<file path="src/rtl/ttpr_pkg.sv">
// Shared types, constants and codes for the transposition table probe/record unit.
`timescale 1ns / 1ps

package ttpr_pkg;

    // Table geometry: the slot is selected by the low key bits.
    localparam int INDEX_BITS = 16;
    localparam int SLOT_COUNT = 1 << INDEX_BITS;

    // Field widths fixed by the interface.
    localparam int KEY_W   = 64;
    localparam int SCORE_W = 17;
    localparam int DEPTH_W = 8;
    localparam int PLY_W   = 8;
    localparam int FLAG_W  = 2;
    localparam int MOVE_W  = 16;
    localparam int THR_W   = 16;

    localparam int IN_TDATA_W  = 152;
    localparam int OUT_TDATA_W = 40;

    localparam logic [THR_W-1:0] THR_RESET = 16'd48000;

    // Operation selector carried in the input tuser.
    localparam logic OP_PROBE  = 1'b0;
    localparam logic OP_RECORD = 1'b1;

    // Bound kinds.
    localparam logic [FLAG_W-1:0] FLAG_EXACT = 2'd0;
    localparam logic [FLAG_W-1:0] FLAG_UPPER = 2'd1;
    localparam logic [FLAG_W-1:0] FLAG_LOWER = 2'd2;

    // Result status codes.
    localparam logic [1:0] STAT_MISS   = 2'd0;
    localparam logic [1:0] STAT_SCORE  = 2'd1;
    localparam logic [1:0] STAT_MOVE   = 2'd2;
    localparam logic [1:0] STAT_RECORD = 2'd3;

    // Input tdata layout, lowest field last in the declaration.
    typedef struct packed {
        logic [2:0]                pad;
        logic [MOVE_W-1:0]         store_move;
        logic [FLAG_W-1:0]         store_flag;
        logic signed [SCORE_W-1:0] store_score;
        logic [PLY_W-1:0]          ply_from_root;
        logic [DEPTH_W-1:0]        search_depth;
        logic signed [SCORE_W-1:0] beta_bound;
        logic signed [SCORE_W-1:0] alpha_bound;
        logic [KEY_W-1:0]          position_key;
    } in_item_t;

    // Output tdata layout.
    typedef struct packed {
        logic [6:0]                pad;
        logic [MOVE_W-1:0]         hit_move;
        logic signed [SCORE_W-1:0] result_score;
    } out_item_t;

    // One table slot.
    typedef struct packed {
        logic [KEY_W-1:0]          key;
        logic signed [SCORE_W-1:0] score;
        logic [FLAG_W-1:0]         flag;
        logic [DEPTH_W-1:0]        depth;
        logic [MOVE_W-1:0]         move;
    } entry_t;

    // Commands from the controller to the datapath.
    typedef struct packed {
        logic clear_en;
        logic load_item;
        logic mem_rd;
        logic adj_en;
        logic finish;
    } ctrl_cmd_t;

    // Status from the datapath to the controller.
    typedef struct packed {
        logic clear_last;
        logic out_free;
    } dp_status_t;

endpackage

</file>
<file path="src/rtl/ttpr_ctrl.sv">
// Controller state machine: clearing pass, item capture, lookup, adjust and decide steps.
`timescale 1ns / 1ps

module ttpr_ctrl
    import ttpr_pkg::*;
(
    input  logic       clk,
    input  logic       rst_n,
    input  logic       in_valid,
    output logic       in_ready,
    input  dp_status_t status,
    output ctrl_cmd_t  cmd
);

    typedef enum logic [4:0] {
        ST_CLEAR = 5'b00001,
        ST_IDLE  = 5'b00010,
        ST_READ  = 5'b00100,
        ST_ADJ   = 5'b01000,
        ST_DONE  = 5'b10000
    } state_t;

    state_t state_reg;
    state_t state_next;

    // Next state and command decode.
    always_comb
    begin
        state_next = state_reg;
        cmd        = '0;
        in_ready   = 1'b0;
        unique case (state_reg)
            ST_CLEAR:
            begin
                cmd.clear_en = 1'b1;
                if (status.clear_last)
                begin
                    state_next = ST_IDLE;
                end
            end
            ST_IDLE:
            begin
                in_ready      = 1'b1;
                cmd.load_item = in_valid;
                if (in_valid)
                begin
                    state_next = ST_READ;
                end
            end
            ST_READ:
            begin
                cmd.mem_rd = 1'b1;
                state_next = ST_ADJ;
            end
            ST_ADJ:
            begin
                cmd.adj_en = 1'b1;
                state_next = ST_DONE;
            end
            ST_DONE:
            begin
                if (status.out_free)
                begin
                    cmd.finish = 1'b1;
                    state_next = ST_IDLE;
                end
            end
            default:
            begin
                state_next = ST_CLEAR;
            end
        endcase
    end

    // State register.
    always_ff @(posedge clk or negedge rst_n)
    begin
        if (!rst_n)
        begin
            state_reg <= ST_CLEAR;
        end
        else
        begin
            state_reg <= state_next;
        end
    end

endmodule

</file>
<file path="config.mk">
export PLATFORM = sky130hd
export DESIGN_NAME = ttpr_ctrl
export DESIGN_NICKNAME = d
export VERILOG_FILES = /design/src/rtl/ttpr_pkg.sv /design/src/rtl/ttpr_ctrl.sv
export SDC_FILE = /design/constraint.sdc
export NUM_CORES = 1
export LEC_CHECK = 0
export ABC_AREA = 1
export BUFFER_PORTS_ARGS = -buffer_cell sky130_fd_sc_hd__buf_2
export CAP_MARGIN = 10
export CORE_AREA = 2 2 39 41
export DETAILED_ROUTE_END_ITERATION = 8
export DIE_AREA = 0 0 41 43
export GPL_TIMING_DRIVEN = 0
export PLACE_DENSITY = 0.53
export SLEW_MARGIN = 20
export SYNTH_ARGS = -nofsm -noshare
export SYNTH_HDL_FRONTEND = slang
export SYNTH_SLANG_ARGS = --single-unit
</file>
<file path="constraint.sdc">
create_clock -name clk -period 1.8 [get_ports clk]
set_clock_uncertainty 0.2 [all_clocks]
set_input_delay 0.18 -clock clk [delete_from_list [all_inputs] [get_ports clk]]
set_output_delay 0.18 -clock clk [all_outputs]
set_load 0.005 [all_outputs]
</file>
==> summary.log, run 1 <==
qor: min_path.holdCritStartpoint status[1]
qor: final_layout.fillerInstances 155
qor: power.vdd_ir_drop_max 0.487 mV
qor: min_path.timing.hold.worst.class in2reg
qor: timing.post-route-min-period 1.63 ns
qor: die.die_h 43 um
qor: global_routing.antenna_found_initial 0
qor: global_routing.number_of_global_route_vias_before_repair 280
qor: placed_design.post-place-cells 69
qor: clocking.clkTransAtPathRegs 0.04 ns
qor: clocking.postCtsResizedCells 0
qor: routing.num_vias 299
qor: setup_path.required 1.42 ns
qor: setup_path.arrival 1.25 ns
qor: timing.final_min_period_over_clock_period 0.904
qor: placed_design.post_dp_cell_area 422 um^2
qor: routing.routed_wl 596 um
qor: die.core_region_area 1380 um^2
qor: final_layout.post_route_cells_drive_above_1_share 0.448
qor: routing.final_antenna_net_count 0
qor: placed_design.post-dp-hpwl 516 um
qor: die.top_level_ports 11
qor: power.power.net_switching 247 uW
qor: timing.drv_slew 0
qor: routing.vias_per_cell 4.04
qor: clocking.clockRootBuffer sky130_fd_sc_hd__clkbuf_4
qor: setup_path.worstSetupStartpointType register
qor: setup_path.crit_path_buffers_inverters 3
qor: yosys.synth.avg_cell_area 8.18 um^2
qor: setup_path.rr_startpoint state_reg[0]$_DFFE_PN1P_
qor: global_routing.global_route.usage.total 0.0919
qor: routing.routedWlPerCell 8.05 um
qor: die.initial_utilization 0.254
qor: yosys.ys_seq_area_frac 0.359
qor: routing.dr.first_iter.drc_count 10
qor: final_layout.final_net_count 64
qor: routing.post-route-drc-count 0
qor: timing.rsz0062_at_grt false
qor: yosys.yosysWarningCount 0
qor: final_layout.stdcell_count 74
qor: yosys.synth_top_area_cell sky130_fd_sc_hd__dfrtp_1
qor: clocking.cts_tree done
qor: yosys.synth.top_cells.by_area sky130_fd_sc_hd__dfrtp_1 28%, sky130_fd_sc_hd__nor2_4 9.6%, sky130_fd_sc_hd__inv_1 8.5%
qor: setup_path.slowest_delay 0.42 ns
qor: setup_path.worst_path_max_delay_cell sky130_fd_sc_hd__dfrtp_1
qor: clocking.ctsHtreeMaxLevel 1
qor: global_routing.grt_first_pass_wirelength 1040 um
qor: power.pwr-share-comb 0.476
qor: setup_path.worstSetupStartpoint state_reg[1]$_DFFE_PN0P_
qor: power.clock_power_share 0.217
qor: timing.total_negative_slack_for_setup_checks 0 ns
qor: power.cellPowerDensity 1270 nW/um^2
qor: timing.fmax 615 MHz
qor: final_layout.postLayoutCellArea 458 um^2
qor: global_routing.largest_net_degree_at_the_start_of_global_routing 6
qor: final_layout.num_antenna_cells 0
qor: die.die_area 1760 um^2
qor: run.drv.max_cap_violation_count 0
qor: setup_path.path_class reg2out
qor: clocking.clock_sinks 5
qor: power.sw_frac_of_total 0.422
qor: yosys.synthDistinctLibCells 18
qor: yosys.post_synth_instance_area 352 um^2
qor: timing.worstMarginPinSlew 0.171 ns
qor: final_layout.largest_register_ffs 5
qor: setup_path.critical_path_peak_fanout 4
qor: yosys.synthesis.instances 43
qor: setup_path.worst_setup_path_end_kind primary output
qor: final_layout.area_growth_syn_to_layout 30.2%
qor: timing.final-setup-viol-count 0
qor: clocking.clock_latency 0.24 ns
qor: clocking.numCtsBuffers 3
qor: power.leakagePower 0.241 nW
qor: yosys.synth-seq-cells 5
qor: placed_design.place.gp.congestion 0.700
qor: setup_path.path_delay_family flip-flops
qor: timing.slew_headroom 0.886
qor: timing.final-hold-violation-count 0
qor: routing.drt_pass1_iterations 4
qor: yosys.synthesis.nets 48
qor: power.fraction_of_power_consumed_by_sequential_logic 0.307
qor: die.die_width 41 um
qor: yosys.post-synth-top-area-fraction 0.285
qor: global_routing.gr-total-overflow 0
qor: clocking.cts_max_path_buffers 2
qor: die.num_rows 14
qor: run_status.run_status complete, no violations
qor: power.intPower 337 uW
qor: setup_path.worstPathCellList nor2_2 > inv_2 > nor2_4 > buf_4 > buf_2
qor: placed_design.buffers_added_on_ports 10
Yosys cell counts:
cell type	instances
sky130_fd_sc_hd__inv_4	1
sky130_fd_sc_hd__nand3_4	1
sky130_fd_sc_hd__nor2_8	1
sky130_fd_sc_hd__o21ai_1	1
sky130_fd_sc_hd__dfrtp_1	4
sky130_fd_sc_hd__nor2_4	3
sky130_fd_sc_hd__nor2_1	5
sky130_fd_sc_hd__nor3_1	2
sky130_fd_sc_hd__inv_2	2
sky130_fd_sc_hd__a21oi_2	1
sky130_fd_sc_hd__inv_1	8
sky130_fd_sc_hd__nor2_2	1
sky130_fd_sc_hd__nand2_2	1
sky130_fd_sc_hd__nand2_1	4
sky130_fd_sc_hd__nand4_1	2
sky130_fd_sc_hd__buf_4	1
sky130_fd_sc_hd__dfstp_2	1
sky130_fd_sc_hd__nand3_1	4
metal layers:
metal	vias to the layer above	GRT usage	wire, um
met2	8	0.125	296
met4	0	0.0600	0
li1	164	-	-
met1	127	0.108	261
met5	-	0	0
met3	0	0.0471	38
stage by stage:
stage	worst slack, ns	power (mW)	hold slack, ns	util
2_1_floorplan	0.536	0.397	-0.316	-
3_3_place_gp	0.429	0.467	-0.203	0.305
3_5_place_dp	0.425	0.465	-0.202	0.305
4_1_cts	0.153	0.600	0.00959	0.331
5_1_grt	0.0226	0.655	0.0367	0.331
6_report	0.173	0.584	0.00899	0.331
power by group through the flow:
stage / sequential, mW / clock, mW / combinational (mW)
6_report: 0.179 / 0.127 / 0.278
5_1_grt: 0.186 / 0.142 / 0.327
4_1_cts: 0.180 / 0.134 / 0.286
3_5_place_dp: 0.181 / 0 / 0.285
3_3_place_gp: 0.181 / 0 / 0.287
2_1_floorplan: 0.177 / 0 / 0.219
layout make-up:
class	count	area, um^2	share of cell area
repair buffers	11	60.1	0.131
flip-flops and latches	5	126	0.276
clock buffers	4	26.3	0.0574
well taps	16	20.0	0.0437
inverters	11	43.8	0.0956
plain buffers	1	7.51	0.0164
multi-input cells	26	174	0.380
timing repair:
action                                 CTS  global route
buffers inserted                         0             0
endpoints found under the hold margin    5             0
hold buffers                             1             0
worst register-to-register path: stages, from the launching register on:
cell and delay [ns]:
sky130_fd_sc_hd__dfstp_2 0.53, sky130_fd_sc_hd__inv_1 0.07, sky130_fd_sc_hd__nor2_1 0.13, sky130_fd_sc_hd__nand3_1 0.11, sky130_fd_sc_hd__nand2_1 0.09, sky130_fd_sc_hd__inv_1 0.05, sky130_fd_sc_hd__a21oi_2 0.11
worst paths after layout:
check | endpoint | slack (ns) | depth (start not counted)
min in group asynchronous | state_reg[4]$_DFFE_PN0P_ | 0.08 | 2
max | cmd[1] | 0.17 | 5
max reg2reg | state_reg[1]$_DFFE_PN0P_ | 0.44 | 6
min reg2reg | state_reg[4]$_DFFE_PN0P_ | 0.43 | 2
min | state_reg[0]$_DFFE_PN1P_ | 0.009 | 4
max in group asynchronous | state_reg[0]$_DFFE_PN1P_ | 1.11 | 2
logic make-up after synthesis:
family          count (synthesis)  synth area share
compound gates                  2            0.0391
buf+inv                        12             0.146
flops                           5             0.359
simple gates                   24             0.456
cells in the final DEF, fill, tap and decap left out, drive strengths merged:
master,netlist,final
nand3,5,5
buf,1,11
o21ai,1,1
nor3,2,2
dfrtp,4,4
dfstp,1,1
dlygate4sd3,0,1
nand2,5,5
clkbuf,0,4
nand4,2,2
a21oi,1,1
inv,11,11
nor2,10,10
(Power assumes the default switching activity.)
==> run 2: changes to the inputs <==
--- a/config.mk
+++ b/config.mk
@@ -11,7 +11,7 @@
 export CORE_AREA = 2 2 39 41
 export DETAILED_ROUTE_END_ITERATION = 8
 export DIE_AREA = 0 0 41 43
-export GPL_TIMING_DRIVEN = 0
+export GPL_TIMING_DRIVEN = 1
 export PLACE_DENSITY = 0.53
 export SLEW_MARGIN = 20
 export SYNTH_ARGS = -nofsm -noshare
==> summary.log, run 2 (same netlist as run 1, synthesis figures left out) <==
qor: timing.total_negative_slack_for_setup_checks 0 ns [unchanged]
qor: final_layout.num_antenna_cells 0 [unchanged]
qor: power.p_total 589 uW [was 584 uW]
qor: setup_path.worst_r2r_endpoint state_reg[1]$_DFFE_PN0P_ [unchanged]
qor: die.initial_utilization 0.254 [unchanged]
qor: run.drv.max_cap_violation_count 0 [unchanged]
qor: clocking.cts_max_path_buffers 2 [unchanged]
qor: timing.post-route-min-period 1.61 ns [was 1.63 ns]
qor: power.intPower 337 uW [about the same]
qor: clocking.clkTransAtPathRegs 0.04 ns [about the same]
qor: routing.routedWlPerCell 9.01 um [was 8.05 um]
qor: global_routing.globalRoute.busiestLayer met2 [unchanged]
qor: setup_path.slowest_delay 0.53 ns [was 0.42 ns]
qor: min_path.holdCritStartpoint status[1] [unchanged]
qor: timing.worstMarginPinSlew 0.167 ns [was 0.171 ns]
qor: power.pwr-share-comb 0.475 [was 0.476]
qor: timing.final_min_period_over_clock_period 0.896 [was 0.904]
qor: final_layout.largest_register_ffs 5 [unchanged]
qor: global_routing.number_of_global_route_vias_before_repair 265 [was 280]
qor: min_path.timing.hold.worst.class in2reg [unchanged]
qor: final_layout.stdcell_count 73 [was 74]
qor: clocking.postCtsSetupRepairBufs 0 [unchanged]
qor: final_layout.layout.cells.most_common_list 10 x sky130_fd_sc_hd__buf_2, 8 x sky130_fd_sc_hd__inv_1, 5 x sky130_fd_sc_hd__nor2_1 [unchanged]
qor: final_layout.fillerInstances 156 [was 155]
qor: setup_path.worst_r2r_path_depth 6 [unchanged]
qor: die.die_area 1760 um^2 [unchanged]
qor: placed_design.post_dp_cell_area 414 um^2 [was 422 um^2]
qor: die.die_h 43 um [unchanged]
qor: clocking.clock_sinks 5 [unchanged]
qor: placed_design.buffers_added_on_ports 10 [unchanged]
qor: global_routing.use_met3 0.0785 [was 0.0471]
qor: min_path.worst_hold_path.num_cells 4 [unchanged]
qor: routing.routed_wl 658 um [was 596 um]
qor: placed_design.post-place-cells 68 [was 69]
qor: power.cellPowerDensity 1310 nW/um^2 [was 1270 nW/um^2]
qor: power.leakagePower 0.235 nW [was 0.241 nW]
qor: global_routing.use_met2 0.144 [was 0.125]
qor: routing.post-route-drc-count 0 [unchanged]
qor: setup_path.worst_setup_path_end_kind primary output [unchanged]
qor: setup_path.r2r_setup_slack 0.44 ns [about the same]
qor: power.fraction_of_power_consumed_by_sequential_logic 0.304 [was 0.307]
qor: global_routing.global_route.usage.total 0.0998 [was 0.0919]
qor: run_status.run_status complete, no violations [unchanged]
qor: die.core_region_area 1380 um^2 [unchanged]
qor: power.power.net_switching 252 uW [was 247 uW]
qor: timing.fmax 620 MHz [was 615 MHz]
qor: power.sw_frac_of_total 0.428 [was 0.422]
qor: global_routing.grt.met1_usage 0.0945 [was 0.108]
qor: final_layout.layout.cells.most_common sky130_fd_sc_hd__buf_2 [unchanged]
qor: final_layout.post_route_cells_drive_above_1_share 0.439 [was 0.448]
qor: clocking.ctsHtreeMaxLevel 1 [unchanged]
qor: min_path.destination_of_the_worst_hold_path state_reg[0]$_DFFE_PN1P_ [unchanged]
qor: clocking.postCtsResizedCells 0 [unchanged]
qor: routing.drt_pass1_iterations 2 [was 4]
qor: global_routing.gr-total-overflow 0 [unchanged]
qor: timing.final-setup-viol-count 0 [unchanged]
qor: placed_design.dpl_worst_slack 0.439 ns [was 0.425 ns]
qor: timing.drv_slew 0 [unchanged]
qor: setup_path.arrival 1.23 ns [was 1.25 ns]
qor: final_layout.final_net_count 63 [was 64]
qor: final_layout.postLayoutCellArea 450 um^2 [was 458 um^2]
qor: timing.timing.hold.ws 0.00537 ns [was 0.00899 ns]
qor: timing.final-hold-violation-count 0 [unchanged]
qor: timing.slew_headroom 0.888 [was 0.886]
qor: setup_path.rr_startpoint state_reg[0]$_DFFE_PN1P_ [unchanged]
qor: routing.dr.first_iter.drc_count 2 [was 10]
qor: timing.rsz0062_at_grt false [unchanged]
qor: clocking.clockRootBuffer sky130_fd_sc_hd__clkbuf_4 [unchanged]
qor: timing.finalWorstSetupSlack 0.188 ns [was 0.173 ns]
qor: global_routing.largest_net_degree_at_the_start_of_global_routing 6 [unchanged]
qor: routing.vias_per_cell 3.95 [was 4.04]
qor: setup_path.required 1.42 ns [about the same]
qor: global_routing.grt_first_pass_wirelength 1050 um [was 1040 um]
qor: clocking.cts_tree done [unchanged]
qor: placed_design.post-dp-hpwl 546 um [was 516 um]
qor: final_layout.area_growth_syn_to_layout 28.1% [was 30.2%]
qor: setup_path.worst_path_max_delay_cell sky130_fd_sc_hd__dfstp_2 [was sky130_fd_sc_hd__dfrtp_1]
qor: placed_design.place.gp.congestion 0.694 [was 0.700]
qor: global_routing.antenna_found_initial 0 [unchanged]
qor: die.die_width 41 um [unchanged]
qor: setup_path.critical_path_peak_fanout 2 [was 4]
qor: clocking.numCtsBuffers 3 [unchanged]
qor: routing.final_antenna_net_count 0 [unchanged]
qor: clocking.clock_latency 0.24 ns [about the same]
qor: routing.num_vias 288 [was 299]
qor: final_layout.fin_util 0.325 [was 0.331]
qor: die.num_rows 14 [unchanged]
qor: power.vdd_ir_drop_max 0.572 mV [was 0.487 mV]
qor: die.top_level_ports 11 [unchanged]
qor: setup_path.critPathMostFrequentCell sky130_fd_sc_hd__inv_1
qor: power.clock_power_share 0.221 [was 0.217]
qor: setup_path.worstSetupStartpointType register [unchanged]
qor: setup_path.worstPathCellList inv_1 > nor2_1 > nand3_1 > inv_1 > buf_2 [was nor2_2 > inv_2 > nor2_4 > buf_4 > buf_2]
qor: setup_path.path_class reg2out [unchanged]
## run 2: area by class of cell
type,instances,area (um^2),area share
Multi-Input combinational cell,26,174,0.386
Sequential cell,5,126,0.281
Timing Repair Buffer,11,60.1,0.133
Inverter,11,43.8,0.0972
Clock buffer,4,26.3,0.0583
Tap cell,16,20.0,0.0444
## run 2: per-layer routing
| metal | share of wire | wire [um] |
|---|---|---|
| met1 | 0.45 | 296 |
| met3 | 0.074 | 49 |
| met5 | 0 | 0 |
| met4 | 0 | 0 |
| met2 | 0.47 | 312 |
## run 2: worst max-delay path by stage
stage          slack (ns)                  endpoint                startpoint  cells past startpoint
6_report             0.19                    cmd[4]  state_reg[0]$_DFFE_PN1P_                      5
4_1_cts              0.17                    cmd[4]  state_reg[0]$_DFFE_PN1P_                      5
2_1_floorplan        0.54  state_reg[1]$_DFFE_PN0P_  state_reg[0]$_DFFE_PN1P_                      6
3_5_place_dp         0.44                    cmd[4]  state_reg[0]$_DFFE_PN1P_                      5
5_1_grt              0.07                    cmd[4]  state_reg[0]$_DFFE_PN1P_                      5
3_3_place_gp         0.46  state_reg[1]$_DFFE_PN0P_  state_reg[0]$_DFFE_PN1P_                      6
## run 2: worst max-delay path, delay by kind of cell, from the launching register on
kind | cells | cell delay (ns)
AND/OR/NAND/NOR | 2 | 0.23
flip-flops | 1 | 0.53
buffers and inverters | 3 | 0.23
## run 2: timing repair
| item | CTS | global route |
|---|---|---|
| hold buffers | 1 | 0 |
| endpoints found under the setup margin | 0 | 0 |
| endpoints found under the hold margin | 5 | 0 |
## run 2: power groups by stage
stage | Combinational [mW] | Sequential, mW | Clock (mW)
after floorplan | 0.219 | 0.177 | 0
after CTS | 0.286 | 0.179 | 0.138
after global placement | 0.284 | 0.180 | 0
after global routing | 0.318 | 0.182 | 0.146
final | 0.280 | 0.179 | 0.130
after detailed placement | 0.284 | 0.181 | 0
